==> config.mk <==
export PLATFORM = sky130hd
export DESIGN_NAME = keypad_debounce_and_digit_multiplexer
export DESIGN_NICKNAME = d
export VERILOG_FILES = /design/src/design/kdm_pkg.sv /design/src/design/kdm_keyscan.sv /design/src/design/kdm_segmux.sv /design/src/design/keypad_debounce_and_digit_multiplexer.sv
export SDC_FILE = /design/constraint.sdc
export NUM_CORES = 1
export LEC_CHECK = 0
export BUFFER_PORTS_ARGS = -buffer_cell sky130_fd_sc_hd__buf_2
export CORE_ASPECT_RATIO = 1.1
export CORE_MARGIN = 1.5
export CORE_UTILIZATION = 50
export CTS_CLUSTER_DIAMETER = 50
export CTS_CLUSTER_SIZE = 14
export DETAILED_ROUTE_END_ITERATION = 10
export MAX_ROUTING_LAYER = met4
export PLACE_DENSITY_LB_ADDON = 0.3
export SYNTH_ARGS = -nofsm -noshare
export SYNTH_HDL_FRONTEND = slang
export SYNTH_SLANG_ARGS = --single-unit
export TNS_END_PERCENT = 100
==> constraint.sdc <==
create_clock -name clk_i -period 6 [get_ports clk_i]
set_input_delay 1.2 -clock clk_i [delete_from_list [all_inputs] [get_ports clk_i]]
set_output_delay 1.2 -clock clk_i [all_outputs]
set_load 0.02 [all_outputs]
==> src/design/kdm_pkg.sv <==
// Package for the keypad debounce and digit multiplexer.
// Holds field widths, register indexes, reset values and the key result type.
// No dependencies.
`timescale 1ns / 1ps

package kdm_pkg;

  localparam int unsigned PinW     = 3;
  localparam int unsigned LineW    = 4;
  localparam int unsigned SegW     = 8;
  localparam int unsigned CodeW    = 5;
  localparam int unsigned TickW    = 10;
  localparam int unsigned HoldW    = 7;
  localparam int unsigned ScanW    = 6;
  localparam int unsigned ModeW    = 3;
  localparam int unsigned CfgIdxW  = 3;
  localparam int unsigned CfgDataW = 8;
  localparam int unsigned NumDigits = 4;

  // Configuration register indexes.
  localparam logic [CfgIdxW-1:0] RegDigit0  = 3'd0;
  localparam logic [CfgIdxW-1:0] RegDigit1  = 3'd1;
  localparam logic [CfgIdxW-1:0] RegDigit2  = 3'd2;
  localparam logic [CfgIdxW-1:0] RegDigit3  = 3'd3;
  localparam logic [CfgIdxW-1:0] RegBlink   = 3'd4;
  localparam logic [CfgIdxW-1:0] RegRepeat  = 3'd5;
  localparam logic [CfgIdxW-1:0] RegInhibit = 3'd6;

  localparam logic [ScanW-1:0] RepeatReset  = 6'd21;
  localparam logic [ScanW-1:0] InhibitReset = 6'd6;

  localparam logic [PinW-1:0] PinsIdle = 3'h7;
  localparam logic [SegW-1:0] SegBlank = 8'hFF;

  // Blink mode bits.
  localparam int unsigned ModeBlankBit   = 0;
  localparam int unsigned ModeDotBlinkBit = 1;
  localparam int unsigned ModeRunDotBit  = 2;

  typedef struct packed {
    logic             event_hit;
    logic [CodeW-1:0] code;
  } key_result_t;

endpackage

==> src/design/kdm_keyscan.sv <==
// Key scanning and debounce: tick counter, per-scan key latch, hold and inhibit counting.
// Depends on kdm_pkg.
`timescale 1ns / 1ps

module kdm_keyscan (
  input  logic                        clk_i,
  input  logic                        rst_ni,
  input  logic                        advance_i,
  input  logic [kdm_pkg::PinW-1:0]    key_pins_i,
  input  logic [kdm_pkg::ScanW-1:0]   repeat_scans_i,
  input  logic [kdm_pkg::ScanW-1:0]   inhibit_scans_i,
  output logic [kdm_pkg::TickW-1:0]   tick_next_o,
  output kdm_pkg::key_result_t        key_result_o
);
  import kdm_pkg::*;

  logic [TickW-1:0]        tick_q, tick_d;
  logic [CodeW-1:0]        scan_key_q, scan_key_d;
  logic [CodeW-1:0]        held_key_q, held_key_d;
  logic signed [HoldW-1:0] hold_q, hold_d;

  logic [1:0]              line;
  logic [CodeW-1:0]        pin_code;
  logic [CodeW-1:0]        scan_now;
  logic signed [HoldW:0]   hold_inc;
  logic signed [HoldW:0]   repeat_ext;
  key_result_t             result;

  assign line        = tick_q[1:0];
  assign tick_d      = tick_q + TickW'(1);
  assign tick_next_o = tick_d;

  always_comb begin
    pin_code = CodeW'(line) + CodeW'(1);
    if (!key_pins_i[1]) begin
      pin_code = pin_code + CodeW'(4);
    end
    if (!key_pins_i[2]) begin
      pin_code = pin_code + CodeW'(8);
    end
  end

  // The last line seen with a low pin wins within one scan.
  assign scan_now   = (key_pins_i != PinsIdle) ? pin_code : scan_key_q;
  assign hold_inc   = {hold_q[HoldW-1], hold_q} + (HoldW+1)'(1);
  assign repeat_ext = $signed({2'b00, repeat_scans_i});

  always_comb begin
    result     = '0;
    hold_d     = hold_q;
    held_key_d = held_key_q;
    scan_key_d = scan_now;
    if (line == 2'd3) begin
      if (!hold_q[HoldW-1]) begin
        if (scan_now != '0) begin
          if (held_key_q == '0) begin
            result.event_hit = 1'b1;
            result.code      = scan_now;
          end
          if (held_key_q == scan_now) begin
            hold_d = hold_inc[HoldW-1:0];
            if (hold_inc >= repeat_ext) begin
              result.event_hit = 1'b1;
              result.code      = scan_now;
              hold_d           = '0;
            end
          end
        end else if (held_key_q != '0) begin
          hold_d = -$signed({1'b0, inhibit_scans_i});
        end
      end else begin
        hold_d = hold_inc[HoldW-1:0];
      end
      held_key_d = scan_now;
      scan_key_d = '0;
    end
  end

  assign key_result_o = result;

  always_ff @(posedge clk_i or negedge rst_ni) begin
    if (!rst_ni) begin
      tick_q     <= '0;
      scan_key_q <= '0;
      held_key_q <= '0;
      hold_q     <= '0;
    end else if (advance_i) begin
      tick_q     <= tick_d;
      scan_key_q <= scan_key_d;
      held_key_q <= held_key_d;
      hold_q     <= hold_d;
    end
  end

endmodule

==> src/design/kdm_segmux.sv <==
// Digit multiplexer: picks the active line and its segment pattern with blink modes.
// Depends on kdm_pkg.
`timescale 1ns / 1ps

module kdm_segmux (
  input  logic [kdm_pkg::TickW-1:0]                       tick_i,
  input  logic [kdm_pkg::NumDigits-1:0][kdm_pkg::SegW-1:0] digit_segs_i,
  input  logic [kdm_pkg::ModeW-1:0]                       blink_mode_i,
  output logic [kdm_pkg::LineW-1:0]                       line_drive_o,
  output logic [kdm_pkg::SegW-1:0]                        segment_drive_o
);
  import kdm_pkg::*;

  logic [1:0] line;
  logic       dot_on;

  assign line         = tick_i[1:0];
  assign line_drive_o = ~(LineW'(1) << line);

  assign dot_on = (blink_mode_i[ModeRunDotBit] && (tick_i[9:8] == line)) ||
                  (blink_mode_i[ModeDotBlinkBit] && tick_i[6]);

  always_comb begin
    if (blink_mode_i[ModeBlankBit] && tick_i[7]) begin
      segment_drive_o = SegBlank;
    end else begin
      segment_drive_o = digit_segs_i[line];
      if (dot_on) begin
        segment_drive_o[SegW-1] = 1'b0;
      end
    end
  end

endmodule

==> src/design/keypad_debounce_and_digit_multiplexer.sv <==
// Top level of the keypad debounce and digit multiplexer.
// Depends on kdm_pkg, kdm_keyscan and kdm_segmux.
//
//   channel  direction  handshake                 payload
//   in       input      in_valid_i / in_stall_o    key_pins_i
//   out      output     out_valid_o / out_stall_i  line_drive_o, segment_drive_o,
//                                                  key_event_o, key_code_o
//   cfg      input      cfg_we_i                   cfg_index_i, cfg_data_i
//
// One item per cycle unless stalled: each item is one tick. Its result is
// written to the result register at the edge that accepts it and is offered
// from the next cycle on. The result register is the only stage; a new item
// is taken whenever that register is empty or being emptied in the same cycle.
// Reset clears the tick counter and the debounce state and returns the
// configuration to its reset values.
// A stall on the output holds the result and stalls the input.
`timescale 1ns / 1ps

module keypad_debounce_and_digit_multiplexer (
  input  logic                          clk_i,
  input  logic                          rst_ni,
  input  logic                          in_valid_i,
  output logic                          in_stall_o,
  input  logic [kdm_pkg::PinW-1:0]      key_pins_i,
  output logic                          out_valid_o,
  input  logic                          out_stall_i,
  output logic [kdm_pkg::LineW-1:0]     line_drive_o,
  output logic [kdm_pkg::SegW-1:0]      segment_drive_o,
  output logic                          key_event_o,
  output logic [kdm_pkg::CodeW-1:0]     key_code_o,
  input  logic                          cfg_we_i,
  input  logic [kdm_pkg::CfgIdxW-1:0]   cfg_index_i,
  input  logic [kdm_pkg::CfgDataW-1:0]  cfg_data_i
);
  import kdm_pkg::*;

  logic [NumDigits-1:0][SegW-1:0] digit_segs_q;
  logic [ModeW-1:0]               blink_mode_q;
  logic [ScanW-1:0]               repeat_scans_q;
  logic [ScanW-1:0]               inhibit_scans_q;

  logic                           in_accept;
  logic [TickW-1:0]               tick_next;
  key_result_t                    key_result;
  logic [LineW-1:0]               line_drive;
  logic [SegW-1:0]                segment_drive;

  logic                           out_valid_q;
  logic [LineW-1:0]               line_drive_q;
  logic [SegW-1:0]                segment_drive_q;
  key_result_t                    key_result_q;

  assign in_stall_o = out_valid_q && out_stall_i;
  assign in_accept  = in_valid_i && !in_stall_o;

  always_ff @(posedge clk_i or negedge rst_ni) begin
    if (!rst_ni) begin
      digit_segs_q    <= '0;
      blink_mode_q    <= '0;
      repeat_scans_q  <= RepeatReset;
      inhibit_scans_q <= InhibitReset;
    end else if (cfg_we_i) begin
      case (cfg_index_i)
        RegDigit0:  digit_segs_q[0] <= cfg_data_i;
        RegDigit1:  digit_segs_q[1] <= cfg_data_i;
        RegDigit2:  digit_segs_q[2] <= cfg_data_i;
        RegDigit3:  digit_segs_q[3] <= cfg_data_i;
        RegBlink:   blink_mode_q    <= cfg_data_i[ModeW-1:0];
        RegRepeat:  repeat_scans_q  <= cfg_data_i[ScanW-1:0];
        RegInhibit: inhibit_scans_q <= cfg_data_i[ScanW-1:0];
        default:    ;
      endcase
    end
  end

  kdm_keyscan u_keyscan (
    .clk_i           (clk_i),
    .rst_ni          (rst_ni),
    .advance_i       (in_accept),
    .key_pins_i      (key_pins_i),
    .repeat_scans_i  (repeat_scans_q),
    .inhibit_scans_i (inhibit_scans_q),
    .tick_next_o     (tick_next),
    .key_result_o    (key_result)
  );

  kdm_segmux u_segmux (
    .tick_i          (tick_next),
    .digit_segs_i    (digit_segs_q),
    .blink_mode_i    (blink_mode_q),
    .line_drive_o    (line_drive),
    .segment_drive_o (segment_drive)
  );

  always_ff @(posedge clk_i or negedge rst_ni) begin
    if (!rst_ni) begin
      out_valid_q <= 1'b0;
    end else if (in_accept) begin
      out_valid_q <= 1'b1;
    end else if (!out_stall_i) begin
      out_valid_q <= 1'b0;
    end
  end

  always_ff @(posedge clk_i) begin
    if (in_accept) begin
      line_drive_q    <= line_drive;
      segment_drive_q <= segment_drive;
      key_result_q    <= key_result;
    end
  end

  assign out_valid_o     = out_valid_q;
  assign line_drive_o    = line_drive_q;
  assign segment_drive_o = segment_drive_q;
  assign key_event_o     = key_result_q.event_hit;
  assign key_code_o      = key_result_q.code;

endmodule

==> results.json, run 1 <==
{
  "outcome": "complete, no violations",
  "fin_crit_ps": 3630,
  "wire_per_inst_um": 16.2,
  "cts_buffers": 9,
  "synth_cell_type_count": 49,
  "path_common_cell": "a22o_1",
  "crit_path_start_kind": "flip-flop",
  "post-cts-setup-buffers": 0,
  "final_max_slew_viol_count": 0,
  "final_cell_mix": "dfrtp_1 (70), mux2_2 (47), buf_2 (37)",
  "critPathSlowestCell": "dfrtp_1",
  "maxCapViolations": 0,
  "grt_antenna_before_repair": 0,
  "max-slew-margin-rel": 0.377,
  "die_w_um": 93.7,
  "antennaDiodeCount": 0,
  "p_comb_frac": 0.348,
  "ios": 39,
  "die-area_um2": 9640,
  "place.gp.congestion": 0.815,
  "rsz0062_at_grt": "no",
  "dp_cells": 510,
  "ys_seq_elements": 93,
  "drtPass1Iterations": 4,
  "initial_core_util": 0.513,
  "pwr-share-seq": 0.458,
  "synth_area_um2": 4530,
  "drt_iter0_drc": 149,
  "cts_tree": "yes",
  "place.detailed.hpwl_um": 6080,
  "portBuffers": 38,
  "syn_to_final_growth_pct": 11.4,
  "cts_max_level": 3,
  "vias": 2917,
  "async_flop_share": 0.806,
  "cp_max_fo": 13,
  "final_nets": 440,
  "syn_nets": 397,
  "p_leak_nw": 2.19,
  "cp_cell_sequence": "inv_1 > ha_1 > or4_1 > nor3_1 > o22ai_1 > nand2b_1 > a22o_1 > o21ai_0 > a22o_1",
  "intPower_w": 0.00138,
  "die_h_um": 103,
  "fin_util": 0.572,
  "setup_viol": 0,
  "clock_path_buffers": 2,
  "fin_setup_tns_ps": 0,
  "worst_pin_slew_ps": 935,
  "insertion_delay_ps": 370,
  "first_global_vias": 2883,
  "skew_ps": 17.8,
  "vias_per_cell": 5.55,
  "synth_edf_count": 18,
  "grt_max_degree": 76,
  "syn_avg_cell_area_um2": 12.4,
  "worstSetupEndpointType": "flip-flop",
  "power_switching_w": 0.000772,
  "final_common_cell": "dfrtp_1",
  "hold_viol": 0,
  "ys_seq_area_frac": 0.535,
  "peakVddDrop_mv": 0.213,
  "yosys_warnings": 0,
  "critPathArrivalTime_ps": 3880,
  "cts-root-buf": "clkbuf_8",
  "wl_um": 8500,
  "ant_nets": 0,
  "achievable-frequency_mhz": 276,
  "clock_power_share": 0.194,
  "drc": 0,
  "syn_inst": 364,
  "hold_buffers": 0,
  "grt_pass1_wl_um": 14200,
  "p_per_area_nw_per_um2": 426,
  "grt.total_usage": 0.199,
  "fp-row-count": 36,
  "timing.hold.ws_ps": 478,
  "layout-drive-gt1-share": 0.328,
  "gr-total-overflow": 0,
  "instances_no_fill": 526,
  "cts_sinks": 93,
  "clk_pin_slew_worst_paths_ps": 110,
  "core_um2": 8830,
  "hold_class": "flip-flop to flip-flop",
  "ctsResizeCount": 0,
  "swShare": 0.359,
  "critPathMaxStageDelay_ps": 800,
  "critPathKind": "flip-flop to flip-flop",
  "ys.flop_type": "dfrtp_1",
  "crit_required_ps": 6250,
  "finalCritPeriodShare": 0.605
}
[flip-flops by register name (all words and copies together) (netlist names), 6 cells and up]
signal / cells
segment_drive_o: 8
inhibit_scans_q: 6
digit_segs_q: 32
repeat_scans_q: 6
u_keyscan.tick_q: 10
u_keyscan.hold_q: 7
[per-stage QoR]
| stage | setup WS (ps) | power [W] | area, um^2 |
|---|---|---|---|
| 4_1_cts | 2330 | 0.00217 | 5050 |
| 2_1_floorplan | 2750 | 0.00155 | 4530 |
| 5_1_grt | 2080 | 0.00230 | 5050 |
| 3_3_place_gp | 2350 | 0.00172 | 4850 |
| 6_report | 2370 | 0.00215 | 5050 |
| 3_5_place_dp | 2310 | 0.00175 | 4850 |
[synthesized netlist by cell type (6+ instances only)]
library cell | count | share of area
mux2_2 | 47 | 0.12
clkbuf_1 | 6 | 0.0050
mux4_2 | 8 | 0.040
or2_2 | 9 | 0.012
a22oi_1 | 7 | 0.012
nand2b_1 | 6 | 0.0083
nand3_1 | 10 | 0.011
xor2_1 | 10 | 0.019
nand2_1 | 26 | 0.022
edfxtp_1 | 18 | 0.12
nor3_1 | 8 | 0.0088
inv_1 | 18 | 0.015
nor2_1 | 16 | 0.013
o21ai_0 | 16 | 0.018
dfrtp_1 | 70 | 0.39
xnor2_1 | 17 | 0.033
ha_1 | 14 | 0.039
[power by group through the flow]
stage                     clock, W  combinational, W  sequential, W
final                     0.000417          0.000749       0.000985
after global routing      0.000452          0.000836        0.00101
after CTS                 0.000425          0.000756       0.000987
after detailed placement         0          0.000752       0.000998
after global placement           0          0.000729       0.000990
after floorplan                  0          0.000577       0.000977
[per-layer routing]
layer  vias up  wire length (um)  global-route usage
li1       1393                 -                   -
met1      1435              3830               0.258
met2        72              4090               0.308
met3        17               336              0.0339
met4         0               248              0.0896
met5         -                 0                   -
[cells by family after synthesis]
group / after synthesis / synth area share
and+or+nand+nor: 94 / 0.105
DFF: 93 / 0.535
muxes: 60 / 0.169
AOI/OAI and AO/OA: 46 / 0.0724
buffers and inverters: 30 / 0.0273
xor gates and xnor gates: 27 / 0.0522
adders and majority gates: 14 / 0.0387
[critical path, delay by kind of cell, from the launching register on]
family          cells  cell delay (ps)
buf+inv             1              250
flops               1              800
simple gates        3              930
fa+ha+maj           1              600
compound gates      4              920
[area by class of cell]
cell class,instances,area (um^2)
fillers,759,3780
flip-flops and latches,93,2420
multi-input cells,241,1980
repair buffers,42,223
well taps,114,143
clock buffers,9,124
clock inverters,7,76.3
inverters,20,75.1
[path summary, 6_finish.rpt]
kind,start,end,slack [ps],depth (start not counted)
worst max-delay path,u_keyscan.tick_q[0]$_DFFE_PN0P_,u_keyscan.hold_q[2]$_DFFE_PN0P_,2370,9
worst max register to register,u_keyscan.tick_q[0]$_DFFE_PN0P_,u_keyscan.hold_q[2]$_DFFE_PN0P_,2370,9
min in group asynchronous,rst_ni,repeat_scans_q[1]$_DFFE_PN0P_,970,1
worst min-delay path,u_keyscan.tick_q[5]$_DFFE_PN0P_,u_keyscan.tick_q[5]$_DFFE_PN0P_,480,1
worst min register to register,u_keyscan.tick_q[5]$_DFFE_PN0P_,u_keyscan.tick_q[5]$_DFFE_PN0P_,480,1
max in group asynchronous,rst_ni,u_keyscan.held_key_q[1]$_DFFE_PN0P_,4420,1
No activity file was read; power rests on OpenSTA's default activity.
==> run 2, diff against run 1 <==
--- a/config.mk
+++ b/config.mk
@@ -5,6 +5,7 @@
 export SDC_FILE = /design/constraint.sdc
 export NUM_CORES = 1
 export LEC_CHECK = 0
+export ABC_AREA = 1
 export BUFFER_PORTS_ARGS = -buffer_cell sky130_fd_sc_hd__buf_2
 export CORE_ASPECT_RATIO = 1.1
 export CORE_MARGIN = 1.5
==> constraint.sdc (replaced) <==
create_clock -name clk_i -period 3.6 [get_ports clk_i]
set_input_delay 0.72 -clock clk_i [delete_from_list [all_inputs] [get_ports clk_i]]
set_output_delay 0.72 -clock clk_i [all_outputs]
set_load 0.02 [all_outputs]
==> run 2 against run 1 <==
  * Critical path type unchanged
  * Routed wire length grew 11%
  * Via count rose by 26%
  * Clock power is 50% higher
==> results.json, run 2 <==
{
  "clock_power_share": 0.165,
  "worstReg2RegStart": "u_keyscan.tick_q[0]$_DFFE_PN0P_",
  "fin_area_um2": 5080,
  "timing.hold.ws_ps": 426,
  "syn_inst": 528,
  "rr_endpoint": "u_keyscan.hold_q[4]$_DFFE_PN0P_",
  "grt_pass1_wl_um": 16700,
  "syn_to_final_growth_pct": 11.0,
  "portBuffers": 38,
  "wl_um": 9440,
  "fillers": 801,
  "cts_max_level": 3,
  "final_max_slew_viol_count": 0,
  "drc": 0,
  "critPathArrivalTime_ps": 2750,
  "cts_sinks": 93,
  "ctsResizeCount": 0,
  "drtPass1Iterations": 5,
  "synth_area_um2": 4580,
  "r2r_cells": 13,
  "yosysMostFrequentCell": "nand2_1",
  "cp_top_family": "simple AND/OR/NAND/NOR gates",
  "crit_end": "u_keyscan.hold_q[4]$_DFFE_PN0P_",
  "regToRegSetupSlack_ps": 1140,
  "worstSetupEndpointType": "flip-flop",
  "achievable-frequency_mhz": 406,
  "top_layer": "met4",
  "insertion_delay_ps": 360,
  "peakVddDrop_mv": 0.252,
  "max-slew-margin-rel": 0.488,
  "fin_util": 0.573,
  "place.gp.congestion": 0.917,
  "initial_core_util": 0.516,
  "ys_seq_area_frac": 0.529,
  "cts-root-buf": "clkbuf_8",
  "clk_pin_slew_worst_paths_ps": 90,
  "wire_per_inst_um": 13.7,
  "pwr-share-seq": 0.424,
  "setup_viol": 0,
  "cp_max_fo": 10,
  "core_um2": 8870,
  "p_per_area_nw_per_um2": 747,
  "critPathKind": "flip-flop to flip-flop",
  "die_h_um": 103,
  "pre_cts_slack_ps": 1050,
  "fin_setup_tns_ps": 0,
  "timing.final.ws_setup_ps": 1140,
  "dr_wl_met3_um": 511,
  "crit_required_ps": 3890,
  "intPower_w": 0.00223,
  "vias": 3668,
  "outcome": "complete, no violations",
  "layout-drive-gt1-share": 0.157,
  "yosys_warnings": 0,
  "path_depth": 13,
  "first_global_vias": 3576,
  "synthTopCellsByArea": "dfrtp_1 (38%), edfxtp_1 (12%), nand2_1 (9.7%), o21ai_0 (8.6%), inv_1 (4.9%)",
  "p_comb_frac": 0.411,
  "ant_nets": 0,
  "hold_class": "input port to asynchronous set/reset pin",
  "worst_pin_slew_ps": 767,
  "crit_path_start_kind": "flip-flop",
  "hold_viol": 0,
  "worstSetupStartpoint": "u_keyscan.tick_q[0]$_DFFE_PN0P_",
  "ios": 39,
  "ys.flop_type": "dfrtp_1",
  "synth_top_area_cell": "dfrtp_1",
  "rsz0062_at_grt": "no",
  "placed_cell_area_um2": 4910,
  "final_nets": 601,
  "grt.total_usage": 0.227,
  "critPathMaxStageDelay_ps": 470,
  "vias_per_cell": 5.34,
  "cts_buffers": 9,
  "wl_met1_um": 4110,
  "worst-path-buf-inv": 3,
  "antennaDiodeCount": 0,
  "cp_cell_sequence": "clkinv_1 > ha_1 > inv_2 > nand2_2 > nand2_2 > nand2_1 > nor2_2 > nand2_1 > inv_2 > nand3_2 > a21oi_1 > nor2_1 > a21oi_1",
  "die-area_um2": 9750,
  "clock_path_buffers": 2,
  "grt_antenna_before_repair": 0,
  "final_cell_mix": "nand2_1 (118), o21ai_0 (79), dfrtp_1 (70)",
  "syn_nets": 561,
  "synth_cell_type_count": 32,
  "post-cts-setup-buffers": 0,
  "met2WireLength_um": 4680,
  "grt_max_degree": 45,
  "largest_register_ffs": 32,
  "synth_edf_count": 18,
  "fp-row-count": 36,
  "gr-total-overflow": 0,
  "skew_ps": 9.25,
  "top_register": "digit_segs_q",
  "netlist_top_cells_count": "nand2_1 (118), o21ai_0 (79), dfrtp_1 (70)",
  "synth.top_cell.area_share": 0.382,
  "critPathSlowestCell": "dfrtp_1",
  "hold_buffers": 0,
  "power_switching_w": 0.00157,
  "drt_iter0_drc": 228,
  "ys_seq_elements": 93,
  "syn_avg_cell_area_um2": 8.68,
  "die_w_um": 94.3,
  "cts_tree": "yes",
  "maxCapViolations": 0,
  "place.detailed.hpwl_um": 6750,
  "async_flop_share": 0.806,
  "fin_crit_ps": 2460,
  "final_common_cell": "nand2_1",
  "swShare": 0.413,
  "finalCritPeriodShare": 0.684,
  "p_leak_nw": 2.45
}
-- run 2: how the worst min path moves through the flow --
stage / slack, ps / cells past startpoint / endpoint
finish: 430 / 1 / u_keyscan.tick_q[5]$_DFFE_PN0P_
CTS: 440 / 1 / digit_segs_q[7]$_DFFE_PN0P_
global route: 480 / 1 / u_keyscan.hold_q[4]$_DFFE_PN0P_
floorplan: 420 / 0 / blink_mode_q[0]$_DFFE_PN0P_
detailed placement: 470 / 2 / digit_segs_q[29]$_DFFE_PN0P_
global placement: 460 / 2 / digit_segs_q[9]$_DFFE_PN0P_
-- run 2: power groups by stage --
stage,clock network [W],registers [W],logic (W)
after floorplan,0,0.00164,0.00111
after global placement,0,0.00161,0.00151
after detailed placement,0,0.00163,0.00156
after CTS,0.000644,0.00161,0.00157
after global routing,0.000696,0.00164,0.00179
final,0.000627,0.00161,0.00156
-- run 2: cell type report --
class	count	area, um^2	share of cell area
clock buffer	10	138	0.0271
clock inverter	6	38.8	0.00763
inverter	65	244	0.0480
multi-input combinational	356	1860	0.365
sequential	93	2420	0.477
tap	114	143	0.0281
timing repair buffer	43	240	0.0473
-- run 2: kinds of logic after synthesis --
logic type                 Yosys count  synth area share
AOI/OAI and AO/OA                  106             0.124
DFF                                 93             0.529
buffers and inverters               79            0.0658
and+or+nand+nor                    221             0.215
xor gates and xnor gates            15            0.0287
adders and majority gates           14            0.0382
-- run 2: through the flow --
step,std cells,power (W)
after global placement,671,0.00312
after CTS,687,0.00382
after detailed placement,671,0.00319
final,687,0.00380
after floorplan,528,0.00274
after global routing,687,0.00413
-- run 2: metal layers --
metal / vias to the layer above / global-route usage
met1: 1720 / 0.283
li1: 1811 / -
met2: 122 / 0.374
met4: 0 / 0.0838
met3: 15 / 0.0380
met5: - / -
==> run 3, diff against run 2 <==
==> constraint.sdc (replaced) <==
create_clock -name clk_i -period 2.4 [get_ports clk_i]
set_input_delay 0.48 -clock clk_i [delete_from_list [all_inputs] [get_ports clk_i]]
set_output_delay 0.48 -clock clk_i [all_outputs]
set_load 0.02 [all_outputs]
==> run 3 against run 2 <==
  * Count of clock-buffer cells in the layout is 1 lower
  * Clock power increased by 59%
  * Non-clock buffer count increased by 5
  * Hold slack worse by 400 ps
  * Sequential share of layout area fell by 0.94 points
  * Critical path type unchanged
  * Maximum frequency up 11%
  * Register-to-register slack lost 960 ps
  * Combinational power is 60% higher
==> results.json, run 3 (synthesized netlist as in run 2, its figures left out) <==
{
  "critPathArrivalTime_ps": 2490,
  "wl_um": 9690,
  "finalCritPeriodShare": 0.928,
  "cp_cell_sequence": "clkinv_1 > ha_1 > inv_2 > nand2_2 > nand2_2 > nand2_1 > nor2_2 > nand2_2 > nand4_1 > nand2_2 > buf_4 > a21oi_1 > a21oi_1",
  "skew_ps": 10.6,
  "hold_class": "input port to asynchronous set/reset pin",
  "clk_pin_slew_worst_paths_ps": 100,
  "initial_core_util": 0.516,
  "final_nets": 606,
  "place.gp.congestion": 0.901,
  "p_leak_nw": 2.50,
  "first_global_vias": 3393,
  "fin_crit_ps": 2230,
  "intPower_w": 0.00344,
  "fin_area_um2": 5190,
  "cp_max_fo": 10,
  "crit_path_start_kind": "flip-flop",
  "p_per_area_nw_per_um2": 1140,
  "r2r_cells": 13,
  "cts_sinks": 93,
  "die_h_um": 103,
  "cts_buffers": 9,
  "die-area_um2": 9750,
  "wire_per_inst_um": 14.0,
  "vias": 3670,
  "clock_power_share": 0.170,
  "grt_antenna_before_repair": 0,
  "insertion_delay_ps": 370,
  "rr_endpoint": "u_keyscan.hold_q[4]$_DFFE_PN0P_",
  "fillers": 774,
  "cts_tree": "yes",
  "layout-drive-gt1-share": 0.187,
  "regToRegSetupSlack_ps": 170,
  "grt_pass1_wl_um": 16100,
  "crit_required_ps": 2660,
  "pwr-share-seq": 0.408,
  "power_switching_w": 0.00248,
  "syn_to_final_growth_pct": 13.3,
  "swShare": 0.419,
  "cp_top_family": "simple AND/OR/NAND/NOR gates",
  "critPathSlowestCell": "dfrtp_2",
  "final_cell_mix": "nand2_1 (116), o21ai_0 (78), dfrtp_1 (68)",
  "vias_per_cell": 5.30,
  "path_depth": 13,
  "grt.total_usage": 0.223,
  "place.detailed.hpwl_um": 6660,
  "fp-row-count": 36,
  "achievable-frequency_mhz": 449,
  "worstSetupStartpoint": "u_keyscan.tick_q[0]$_DFFE_PN0P_",
  "p_total_w": 0.00592,
  "fin_setup_tns_ps": 0,
  "drt_iter0_drc": 205,
  "portBuffers": 38,
  "final_common_cell": "nand2_1",
  "drc": 0,
  "hold_buffers": 0,
  "clock_path_buffers": 2,
  "cts_max_level": 3,
  "worstReg2RegStart": "u_keyscan.tick_q[0]$_DFFE_PN0P_",
  "largest_register_ffs": 32,
  "ios": 39,
  "peakVddDrop_mv": 0.432,
  "hold_viol": 0,
  "placed_cell_area_um2": 4910,
  "maxCapViolations": 0,
  "outcome": "complete, no violations",
  "critPathKind": "flip-flop to flip-flop",
  "core_um2": 8870,
  "grt_max_degree": 61,
  "setup_viol": 0,
  "worst-path-buf-inv": 3,
  "rsz0062_at_grt": "no",
  "path_common_cell": "nand2_2",
  "gr-total-overflow": 0,
  "drtPass1Iterations": 5,
  "worst_pin_slew_ps": 592,
  "top_register": "digit_segs_q",
  "worstSetupEndpointType": "flip-flop",
  "p_comb_frac": 0.422,
  "die_w_um": 94.3,
  "ant_nets": 0,
  "antennaDiodeCount": 0,
  "max-slew-margin-rel": 0.604,
  "cts-root-buf": "clkbuf_8",
  "critPathMaxStageDelay_ps": 410,
  "final_max_slew_viol_count": 0
}
-- run 3: how the worst max path moves through the flow --
stage / slack, ps / endpoint
2_1_floorplan: 30 / u_keyscan.hold_q[0]$_DFFE_PN0P_
3_3_place_gp: 160 / u_keyscan.hold_q[3]$_DFFE_PN0P_
3_5_place_dp: 80 / u_keyscan.hold_q[0]$_DFFE_PN0P_
4_1_cts: 120 / u_keyscan.hold_q[0]$_DFFE_PN0P_
5_1_grt: 1 / u_keyscan.hold_q[4]$_DFFE_PN0P_
6_report: 170 / u_keyscan.hold_q[4]$_DFFE_PN0P_
-- run 3: final cells by class --
class / count / area, um^2 / area share
Clock buffer: 9 / 124 / 0.0239
Timing Repair Buffer: 48 / 278 / 0.0535
Tap cell: 114 / 143 / 0.0275
Clock inverter: 7 / 62.6 / 0.0121
Inverter: 65 / 244 / 0.0470
Sequential cell: 93 / 2430 / 0.467
Multi-Input combinational cell: 356 / 1910 / 0.369
-- run 3: what timing repair did --
| item | in CTS | in global routing |
|---|---|---|
| endpoints found under the setup margin | 0 | 18 |
| buffers inserted | 0 | 4 |
| gates resized for setup | 0 | 14 |
-- run 3: metrics by stage --
stage               std cells  hold slack [ps]  utilization  setup WS, ps
floorplan                 528              184            -          32.4
global placement          672              430        0.554           159
detailed placement        672              440        0.554          75.1
CTS                       688             35.3        0.575           118
global route              692             35.0        0.585          1.35
finish                    692             21.7        0.585           174
-- run 3: routing by layer --
layer / part of all wire / GRT usage / vias to the layer above
met1: 0.47 / 0.288 / 1749
met5: 0 / - / -
met3: 0.041 / 0.0314 / 14
li1: - / - / 1817
met2: 0.47 / 0.354 / 90
met4: 0.019 / 0.0941 / 0
-- run 3: power by group through the flow --
stage | Clock (W) | Combinational (W) | Sequential [W]
after floorplan | 0 | 0.00166 | 0.00246
after global placement | 0 | 0.00229 | 0.00241
after detailed placement | 0 | 0.00237 | 0.00243
after CTS | 0.00103 | 0.00238 | 0.00240
after global routing | 0.00110 | 0.00283 | 0.00246
final | 0.00100 | 0.00250 | 0.00241
